$ cat src/rtl/assert_macros.svh
// assertion macros for the beamformer core
`ifndef ASSERT_MACROS_SVH
`define ASSERT_MACROS_SVH
`ifndef SYNTHESIS
`define CWB_ASSERT_IMPL(label, clk, rst_n, prop, msg) \
    label: assert property (@(posedge clk) disable iff (!rst_n) prop) else $error(msg);
`define CWB_ASSERT_NEXT(label, clk, rst_n, pre, post, msg) \
    label: assert property (@(posedge clk) disable iff (!rst_n) (pre) |=> (post)) \
        else $error(msg);
`else
`define CWB_ASSERT_IMPL(label, clk, rst_n, prop, msg)
`define CWB_ASSERT_NEXT(label, clk, rst_n, pre, post, msg)
`endif
`endif

$ cat src/rtl/cwb_pkg.sv
`default_nettype none
package cwb_pkg;
    localparam int unsigned SUM_W = 32;
    localparam int unsigned NIB_OFFSET = 8;
    localparam logic [0:0] FUNC_WEIGHT = 1'b0;
    localparam logic [0:0] FUNC_SAMPLE = 1'b1;
    localparam logic [0:0] REG_BEAM_COUNT = 1'b0;
    localparam logic [0:0] REG_POL_COUNT = 1'b1;
    localparam logic [4:0] BEAM_COUNT_RESET = 5'd10;
    localparam logic [1:0] POL_COUNT_RESET = 2'd2;

    typedef struct packed {
        logic [3:0] beam_index;
        logic       pol_index;
        logic signed [31:0] sum_real;
        logic signed [31:0] sum_imag;
        logic       last_of_sample;
    } result_t;

    typedef struct packed {
        logic       func;
        logic [3:0] weight_beam;
        logic       weight_pol;
        logic [9:0] weight_element;
        logic signed [15:0] weight_real;
        logic signed [15:0] weight_imag;
        logic [7:0] sample_byte;
    } item_t;

    // control shared by every cell of the row
    typedef struct packed {
        logic       mac;
        logic       clr;
        logic       shift;
        logic       pol;
    } cell_ctl_t;

    typedef struct packed {
        logic [1:0] cfg_index;
        logic [4:0] cfg_data;
    } cfg_t;
endpackage
`default_nettype wire

$ cat src/rtl/cwb_cell.sv
`default_nettype none
// one beam accumulator pair: adds its product, shifts toward the output end
module cwb_cell import cwb_pkg::*; (
    input  wire logic              clk,
    input  wire logic              rst_n,
    input  wire cell_ctl_t         ctl,
    input  wire logic              sel,
    input  wire logic signed [31:0] prod_re,
    input  wire logic signed [31:0] prod_im,
    input  wire logic signed [63:0] nbr_in,
    output logic signed [63:0]      acc_out
);
    logic signed [31:0] p0_re_reg, p0_im_reg, p1_re_reg, p1_im_reg;
    logic signed [31:0] p0_re_next, p0_im_next, p1_re_next, p1_im_next;

    // clear all sums, else shift pol-fastest, else accumulate into the addressed polarisation
    always_comb
    begin
        p0_re_next = p0_re_reg;
        p0_im_next = p0_im_reg;
        p1_re_next = p1_re_reg;
        p1_im_next = p1_im_reg;
        if (ctl.clr)
        begin
            p0_re_next = '0;
            p0_im_next = '0;
            p1_re_next = '0;
            p1_im_next = '0;
        end
        else if (ctl.shift)
        begin
            p0_re_next = p1_re_reg;
            p0_im_next = p1_im_reg;
            p1_re_next = nbr_in[63:32];
            p1_im_next = nbr_in[31:0];
        end
        else if (ctl.mac && sel)
        begin
            if (ctl.pol)
            begin
                p1_re_next = p1_re_reg + prod_re;
                p1_im_next = p1_im_reg + prod_im;
            end
            else
            begin
                p0_re_next = p0_re_reg + prod_re;
                p0_im_next = p0_im_reg + prod_im;
            end
        end
    end

    always_ff @(posedge clk or negedge rst_n)
    begin
        if (!rst_n)
        begin
            p0_re_reg <= '0;
            p0_im_reg <= '0;
            p1_re_reg <= '0;
            p1_im_reg <= '0;
        end
        else
        begin
            p0_re_reg <= p0_re_next;
            p0_im_reg <= p0_im_next;
            p1_re_reg <= p1_re_next;
            p1_im_reg <= p1_im_next;
        end
    end

    assign acc_out = {p0_re_reg, p0_im_reg};
endmodule
`default_nettype wire

$ cat config.mk
export PLATFORM = sky130hd
export DESIGN_NAME = cwb_cell
export DESIGN_NICKNAME = d
export VERILOG_FILES = /design/src/rtl/assert_macros.svh /design/src/rtl/cwb_pkg.sv /design/src/rtl/cwb_cell.sv
export SDC_FILE = /design/constraint.sdc
export NUM_CORES = 1
export LEC_CHECK = 0
export BUFFER_PORTS_ARGS = -buffer_cell sky130_fd_sc_hd__buf_2
export CORE_AREA = 8 8 170 140
export DETAILED_ROUTE_END_ITERATION = 6
export DIE_AREA = 0 0 178 148
export PLACE_DENSITY = 0.8
export REMOVE_ABC_BUFFERS = 1
export SETUP_SLACK_MARGIN = 0.5
export SLEW_MARGIN = 20
export SYNTH_ARGS = -nofsm -noshare
export SYNTH_HDL_FRONTEND = slang
export SYNTH_SLANG_ARGS = --single-unit
$ cat constraint.sdc
create_clock -name clk -period 3.6 [get_ports clk]
set_input_delay 0.54 -clock clk [delete_from_list [all_inputs] [get_ports clk]]
set_output_delay 0.54 -clock clk [all_outputs]
set_load 0.05 [all_outputs]
# --- Word level (Yosys, flattened, before mapping) ---
# Index checks and enable logic that the tools add are counted.
classes:
  add_sub_neg: 4
  eq_ne: 1
  mux: 16
  n_reduce_logical: 5
ops:
  columns: ["operator", "n"]
  rows:
  - ["32-bit two-way mux", 16]
  - ["32-bit adder", 4]
  - ["3-bit nonzero test", 2]
  - ["2-bit AND reduction", 2]
  - ["3-bit by 1-bit != test with 1-bit output, second input constant", 1]
  - ["1-bit logical AND", 1]
word_totals:
  register_bits: 128
  in_bits: 135
  out_inout_bits: 64
  word_cells: 30

# --- Logic depth before layout (Yosys ltp) ---
# Gate-level depths: netlist of the first run.
logic_depth:
  ltp_word: 5
  ltp_mapped: 11
  ltp_nobuf: 11

# --- Worst setup path after synthesis of the first run ---
# No wires, ideal clock.
synth_path:
  path_kind: "reg2reg"
  from: "register p0_im_reg[0]"
  to: "register p0_im_reg[20]"
  setup_ps: 119
  t_arrival_ps: 2892
  t_required_ps: 3481
  path_slack_ps: 589
  path_stages_with_launch: 12
  cell_sequence: "dfrtp_1 -> ha_1 -> fa_1 -> a21o_1 -> a221oi_2 -> o221ai_1 -> a21oi_2 -> o21ai_1 -> a221oi_2 -> xor2_1 -> o21ai_1 -> o21a_1"
synth_between:
  elab_chain_cells: 5
synth_rtl:
  columns: ["item", "line_no", "rtl"]
  rows:
  - ["start: declaration", "cwb_cell.sv:13", "logic signed [31:0] p0_re_reg, p0_im_reg, p1_re_reg, p1_im_reg;"]
  - ["start signal: assignment", "cwb_cell.sv:64", "p0_im_reg <= p0_im_next;"]
  - ["32-bit adder", "cwb_cell.sv:47", "p0_im_next = p0_im_reg + prod_im;"]
  - ["32-bit two-way mux", "cwb_cell.sv:39", "if (ctl.pol)"]
  - ["32-bit two-way mux", "cwb_cell.sv:37", "else if (ctl.mac && sel)"]
  - ["32-bit two-way mux", "cwb_cell.sv:30", "else if (ctl.shift)"]
  - ["32-bit two-way mux", "cwb_cell.sv:23", "if (ctl.clr)"]
# Every way passes these cells. The select of a mux whose other input is x is not followed.
# A chain may end at the register's enable or synchronous reset.

# --- Worst setup path in the final report of the first run ---
layout_path:
  from: "register p1_re_reg[0]"
  to: "register p1_re_reg[24]"
layout_between:
  elab_chain_cells: 5
layout_rtl:
  columns: ["item", "line_no", "rtl"]
  rows:
  - ["start: declaration", "cwb_cell.sv:13", null]
  - ["start signal: assignment", "cwb_cell.sv:65", "p1_re_reg <= p1_re_next;"]
  - ["32-bit adder", "cwb_cell.sv:41", "p1_re_next = p1_re_reg + prod_re;"]
  - ["32-bit two-way mux", "cwb_cell.sv:39", null]
  - ["32-bit two-way mux", "cwb_cell.sv:37", null]
  - ["32-bit two-way mux", "cwb_cell.sv:30", null]
  - ["32-bit two-way mux", "cwb_cell.sv:23", null]
# Every way passes these cells. The select of a mux whose other input is x is not followed.

==> run summary, run 1 <==
The run finished with clean final reports. Across the VDD grid, the largest voltage drop is 0.254 mV. In the routed design, unresolved DRC markers number 0. The number of synthesized register bits is between 100 and 150. The die is 148 microns tall. The placer congestion estimate is 0.965.

For the worst setup path, the data required time is roughly 3900 ps. The number of DRC markers after the initial detailed-route iteration is 1314. The final critical path takes up 82.9% of the cycle. The share of layout cells above drive strength 1 is 17.9%.

The maximum number of pins on one net before global-route repair came out at 78. Leaving out fill and tap cells, the most frequent cells in the layout are buf_2, a21oi_1, nand2_1. The area used by multi-input combinational logic is 8540 sq um. The placement-stage cell area is 13300 sq um. The combined area of all synthesized cells is 12100 sq um.

The leading area contributor after synthesis is dfrtp_1. The total power density per cell area is ~380 nW/um^2. Measured against its own limit, the worst slew margin works out to 49.0%. Setup repair after global routing could not meet its margin everywhere.

Across the whole layout, storage elements account for 3200 sq um. The number of global-route vias before repair came to 11900. The share of flip-flops with an asynchronous set or reset came out at 100%. The part of the Yosys area used for sequential elements came out at 26.4%. On the final layout, the worst clock skew is 9.57 ps. In the routed layout, each cell is associated on average with a via count of 6.49. The count of flip-flops with a built-in enable after synthesis is 0. The primary flip-flop cell chosen by synthesis mapping is dfrtp_1.

For this design the total switching power over the nets is 2.03 mW. The time the final worst path needs with I/O delays and setup came out at 2980 ps. The transition time at the pin with the least slew margin came out at around 770 ps.

TritonCTS built the clock tree. The proportion of power drawn by flip-flops and latches is a little under a third. The initial cell density of the core came out at a little under three fifths. The fill cell instance count of the final layout is 1778. The average cell area after synthesis is about 8.1 sq um. The max capacitance violation total came out at 0. The row count is 48. The initial antenna violation count is 2.

The part of the power in combinational logic came out at 35.4%. The number of nets in the layout came out at 1922. The routed length per placed instance came out at about 20 microns.

Relative to the synthesized area, the layout overhead comes to 15.7%. The clock root buffer is clkbuf_16. The distinct cell type count after synthesis came out at 86. The kind of critical path is reg2reg. After detailed routing, the total wire length is approximately 40 mm. Derived from the worst setup path, the maximum achievable clock frequency is 335 MHz. The switching part of the total came out at 38.0%. The number of pins with negative max-slew slack in the final report came to 0. STA puts the critical path data arrival time at 3260 ps.

Along the worst path, the maximum fanout reaches 3. The H-tree was split into 4 levels. Setup violations remaining at the end of the flow were counted as 0. The worst setup path is captured at a register.

In the post-synthesis netlist, the biggest area contributors are dfrtp_1, ha_1, a21oi_1. The aggregate negative setup slack came out at 0 ps. Leaving out fill and tap cells, the most frequent cell in the layout is buf_2. The buffer depth of the longest clock path came out at 2.

The overall die width is 178 microns. The half-perimeter wire length after detailed placement came out at 29.5 mm. The design area came out at between 10000 and 15000 sq um. Global routing used 29.7% of the available tracks across all layers. The number of cells on the worst reg-to-reg path is 11. The count of hold buffers inserted by post-cts repair is 0. The total CTS buffers is 17. The port buffer count is 198. The total congestion overflow is 0. The internal power consumption came out at about 3.3 mW. The standby leakage power is 6.64 nW. The number of sinks driven by the clock tree came out at about 130. The gate count of the mapped netlist came out at 1492. Detailed routing inserted a total of about 13000 vias. Once detail routing completed, the nets flagged for antenna violations numbered 0. The worst hold path belongs to the class in2async. The die covers 26300 sq um.

Of the post-synthesis cell area, the dominant cell type holds 26.4%. The Yosys step of the flow raised 0 warnings. The clock transition at the registers of the reported paths is 70 ps. The share of power burned in the clock network is 33.7%.

The hold violation count in the final report is 0. The total design power is 5.34 mW. The I/O pin total is 199. The clock insertion delay at the later pin of the skew report came out at ~430 ps. The first-pass detailed-route iteration total came out at 6.

STA classifies the critical path startpoint as a register. The area of the core region is roughly 21000 sq um. The first-pass GRT wire length is 62.8 mm.
==> kinds of logic (layout without fill, tap and decap cells) <==
group,after synthesis,in the layout,share of synthesized area (%)
buffers and inverters,110,289,3.79
XOR/XNOR,107,107,7.73
flip-flops,128,128,26.4
adder cells (fa/ha/maj),128,128,13.5
other,0,2,0
AND/OR/NAND/NOR,404,404,15.3
multiplexers,9,9,0.754
AO/OA/AOI/OAI,606,606,32.5
==> cell type report <==
cell class | count | area share [%]
diodes | 2 | 0.0357
clock buffers | 19 | 3.23
clock inverters | 12 | 0.964
inverters | 34 | 0.911
multi-input cells | 1254 | 60.9
flip-flops and latches | 128 | 22.9
well taps | 275 | 2.45
repair buffers | 224 | 8.61
==> timing repair <==
item | in CTS | in global routing
endpoints found under the hold margin | 0 | 0
buffers inserted | 0 | 2
setup endpoints to repair | 0 | 11
gates resized for setup | 0 | 11
==> synthesized netlist by cell type (12+ instances only) <==
cell        n
a31oi_1    15
o21ai_1    12
nand2_1   169
ha_1      124
clkbuf_1   61
inv_1      34
nor2b_1    13
nand3_1    25
a21o_1     46
nor3_1     17
o21ai_0   130
a22oi_1    56
a22o_1     16
a211oi_1   12
dfrtp_1   128
nand4_1    24
and3_1     16
xnor2_1    62
a21oi_1   183
o21bai_1   20
nor2_1     97
o21a_1     16
xor2_1     45
==> power by group through the flow <==
| stage | Combinational (mW) | Clock (mW) | Sequential (mW) |
|---|---|---|---|
| detailed placement | 1.84 | 0 | 1.67 |
| finish | 1.89 | 1.80 | 1.65 |
| floorplan | 1.17 | 0 | 1.79 |
| global route | 2.08 | 1.87 | 1.66 |
| global placement | 1.81 | 0 | 1.67 |
| CTS | 1.85 | 1.81 | 1.64 |
==> stage by stage <==
| stage | hold WS [ps] | std cells | setup WS [ps] | util, % |
|---|---|---|---|---|
| 4_1_cts | 182 | 1944 | 520 | 66.1 |
| 3_5_place_dp | 521 | 1913 | 279 | 63.3 |
| 5_1_grt | 219 | 1948 | 466 | 66.5 |
| 2_1_floorplan | 244 | 1416 | -1370 | - |
| 3_3_place_gp | 518 | 1913 | 314 | 63.3 |
| 6_report | 156 | 1948 | 617 | 66.5 |
==> critical path, cell delays in order, from the launching register on <==
cell      delay [ps]
dfrtp_1          410
ha_1             230
fa_2             370
a211oi_1         250
o21ai_1          150
and2_1           200
a21oi_2          160
o21ai_1          150
a211o_1          340
a221oi_2         330
xor2_1           170
o21ai_0           90
==> metal layers <==
layer | GRT usage (%) | share of wire (%) | vias to the layer above | routed length (microns)
met4 | 9.57 | 2.2 | 0 | 887
met3 | 6.17 | 11 | 67 | 4220
met5 | 0 | 0 | - | 0
met2 | 45.6 | 44 | 623 | 17600
met1 | 40.9 | 43 | 6035 | 17000
li1 | - | - | 5918 | -
==> path summary, 6_finish.rpt <==
path                               startpoint            end  slack, ps
worst min register to register  p0_re_reg[26]  p0_re_reg[26]        540
max in group asynchronous               rst_n  p1_re_reg[26]       2660
worst min-delay path                    rst_n   p0_im_reg[5]        160
worst max-delay path             p1_re_reg[0]  p1_re_reg[24]        620
worst max register to register   p1_re_reg[0]  p1_re_reg[24]        620
min in group clk                   nbr_in[40]   p1_re_reg[8]        340
Power figures use the tool's default switching activity.
==> run 2: changes to the inputs <==
Settings changed: CORE_AREA 8 8 170 140 to 8 8 179 147, DIE_AREA 0 0 178 148 to 0 0 187 155, PLACE_DENSITY 0.8 to 0.76.
Clock period 3.6 ns to 2.4 ns, I/O delays scaled along.
==> run 2 against run 1 <==
  * The run now ends with DRC, setup timing left
  * Register-to-register slack worse by 1100 ps
  * Die area increased by 10%
  * Total power rose by 83%
  * First-iteration DRC count up 20%
  * Non-clock buffer count is 379 higher
  * Hold slack improved by 2.4 ps
  * Critical endpoint is now p0_re_reg[29]
==> run summary, run 2 (synthesis gave the netlist of run 1 again) <==
The run finished, with violations left. The final reports fail on DRC, setup timing. The half-perimeter wire length after detailed placement came out at 34.1 mm. The H-tree was split into 4 levels.

The layout-stage area growth over the synthesis result is 54.8%. The number of sinks driven by the clock tree came out at 128. The cell family contributing the most delay on the critical path is compound AO/OA/AOI/OAI gates.

Summing all multi-input logic gate instances after layout gives 10100 sq um. The number of clock buffers added by TritonCTS is 17. STA classifies the critical path startpoint as a register. The I/O pin total is 199.

In this run the most critical hold path is launched from nbr_in[40]. The average via count per standard cell is 6.52. The time the final worst path needs with I/O delays and setup is between 2000 and 3000 ps. In this run the worst hold path is classified as in2reg. The initial antenna violation count is 4. The post-detailed-route count of antenna-violating nets came out at 0.

The first-pass GRT wire length is around 79 mm. Summed over all layers, the routed wires come to 54.7 mm. The routed length per placed instance is 23.1 microns. In this run the worst setup path begins at p0_re_reg[2]. The overall die area is 29000 sq um. On the final layout, the worst clock skew is around 19 ps. The kind of critical path is reg2reg. Summed over all layers, the global routing overflow is 0. The final count of negative-setup-slack endpoints is 94. The hold violation count in the final report was 0.

The library cells used most frequently in the layout, excluding fill and tap cells, are buf_4, buf_2, nand2_1. The combined global-route utilization of all metal layers came out at 33.2%. The combined flip-flop and latch cell area is 3200 sq um. Leaving out fill and tap cells, the most frequent cell in the layout is buf_4. The total power density per cell area came out at 521 nW/um^2.

The worst-case IR drop observed on VDD is between 0.4 and 0.5 mV. After the first detailed-routing iteration, the DRC count stood at 1574. The area of the core region is about 24000 sq um. Routability-driven placement finished with a final weighted congestion of 0.987.

The clock insertion delay at the later pin of the skew report is roughly 440 ps. The vertical die dimension is 155 microns. The number of buffer and inverter stages on the critical path is 0. The initialized floorplan defines 51 standard-cell rows. STA classifies the critical path endpoint as a register. The max capacitance violation total came out at 0. The tree is rooted in a clkbuf_16.

The buffer depth of the longest clock path came out at 2. The DRC violations left came out at 13. The number of nets in the layout came out at 2301.

The floorplan step set the die width to roughly 190 microns. The worst endpoint required time came out at 2730 ps. After clock tree synthesis, the clock-pin slew on the worst setup and hold paths is 70 ps.

The post-route clock period utilization is 120%. The signal arrival time at the worst endpoint came out at between 3000 and 4000 ps. The worst hold slack after final layout came out at 158 ps. Setup repair after global routing could not meet its margin everywhere.

Entering global routing, the biggest net connects between 70 and 80 pins. The clock tree from TritonCTS is done. Walking the worst path, the cells encountered are ha_1 -> nand4_1 -> a31o_1 -> a21boi_2 -> a41oi_2 -> o31a_1 -> o41ai_4 -> nor4b_2 -> a211o_1.

Summing internal, switching and leakage power gives 9.78 mW. The fill cell instance count of the final layout came out at roughly 1400. The transition time at the pin with the least slew margin is 739 ps. The top achievable clock speed came out at approximately 350 MHz. The standby leakage power is around 9.0 nW.

The port buffer count is 198. The first-pass detailed-route iteration total came out at 7. The critical path's slowest cell is ha_1. The tightest slew margin relative to the limit is between 50% and 60%. The number of global-route vias before repair came out at 15300. The share of layout cells above drive strength 1 came out at about 43%. The initial cell density of the core is 51.2%. The worst stage delay on the critical path is 440 ps.

Once layout is complete, the utilization of the core stands at between 70 and 80%. The via count of the routed design came out at 15500. The number of pins with negative max-slew slack in the final report came out at 0. The post-route worst setup slack came out at -481 ps. The maximum fanout along the worst path came out at 4. The worst reg2reg path startpoint is p0_re_reg[2].
## run 2: timing repair
item,in CTS,in global routing
hold endpoints to repair,48,0
pin swaps,176,161
hold buffers,1,0
gates resized for setup,305,127
setup endpoints to repair,110,111
buffers inserted,42,28
## run 2: final cells by class
cell class              instances  area share, %
repair buffers                603           23.2
clock inverters                12          0.720
flip-flops and latches        128           17.1
multi-input cells            1254           53.9
inverters                      34          0.680
well taps                     318           2.12
diodes                          3         0.0400
clock buffers                  19           2.36
## run 2: layer usage
metal / GRT usage (%) / wire length (microns)
met1: 40.7 / 20200
met2: 55.3 / 25300
met3: 7.63 / 6110
met4: 14.7 / 3050
met5: 0 / 13
## run 2: worst register-to-register path, cell delays in order (launching register included)
cell,delay [ps]
dfrtp_1,390
ha_1,440
nand4_1,180
a31o_1,280
a21boi_2,240
a41oi_2,200
o31a_1,430
o41ai_4,290
nor4b_2,90
a211o_1,250
## run 2: final timing paths
kind	end	slack [ps]	depth (start not counted)
max in group asynchronous	p1_re_reg[9]	1230	3
min in group asynchronous	p0_im_reg[20]	410	2
min	p1_re_reg[8]	160	2
max	p0_re_reg[29]	-480	9
min reg2reg	p0_re_reg[15]	550	2
max reg2reg	p0_re_reg[29]	-480	9
## run 2: report_power, final
| part | switching (mW) | internal (mW) | leakage, nW |
|---|---|---|---|
| combinational | 2.54 | 2.09 | 7.01 |
| clock | 1.14 | 1.56 | 0.272 |
| sequential | 0.149 | 2.31 | 1.71 |
## run 2: metrics by stage
| step | area [sq um] | TNS, ps | setup WS [ps] | instances |
|---|---|---|---|---|
| CTS | 17900 | -9940 | -416 | 2340 |
| floorplan | 11800 | -113450 | -2390 | 1416 |
| global placement | 15800 | -29480 | -676 | 2266 |
| global route | 18800 | -29200 | -533 | 2371 |
| detailed placement | 15800 | -33790 | -757 | 2266 |
| finish | 18800 | -22800 | -481 | 2371 |
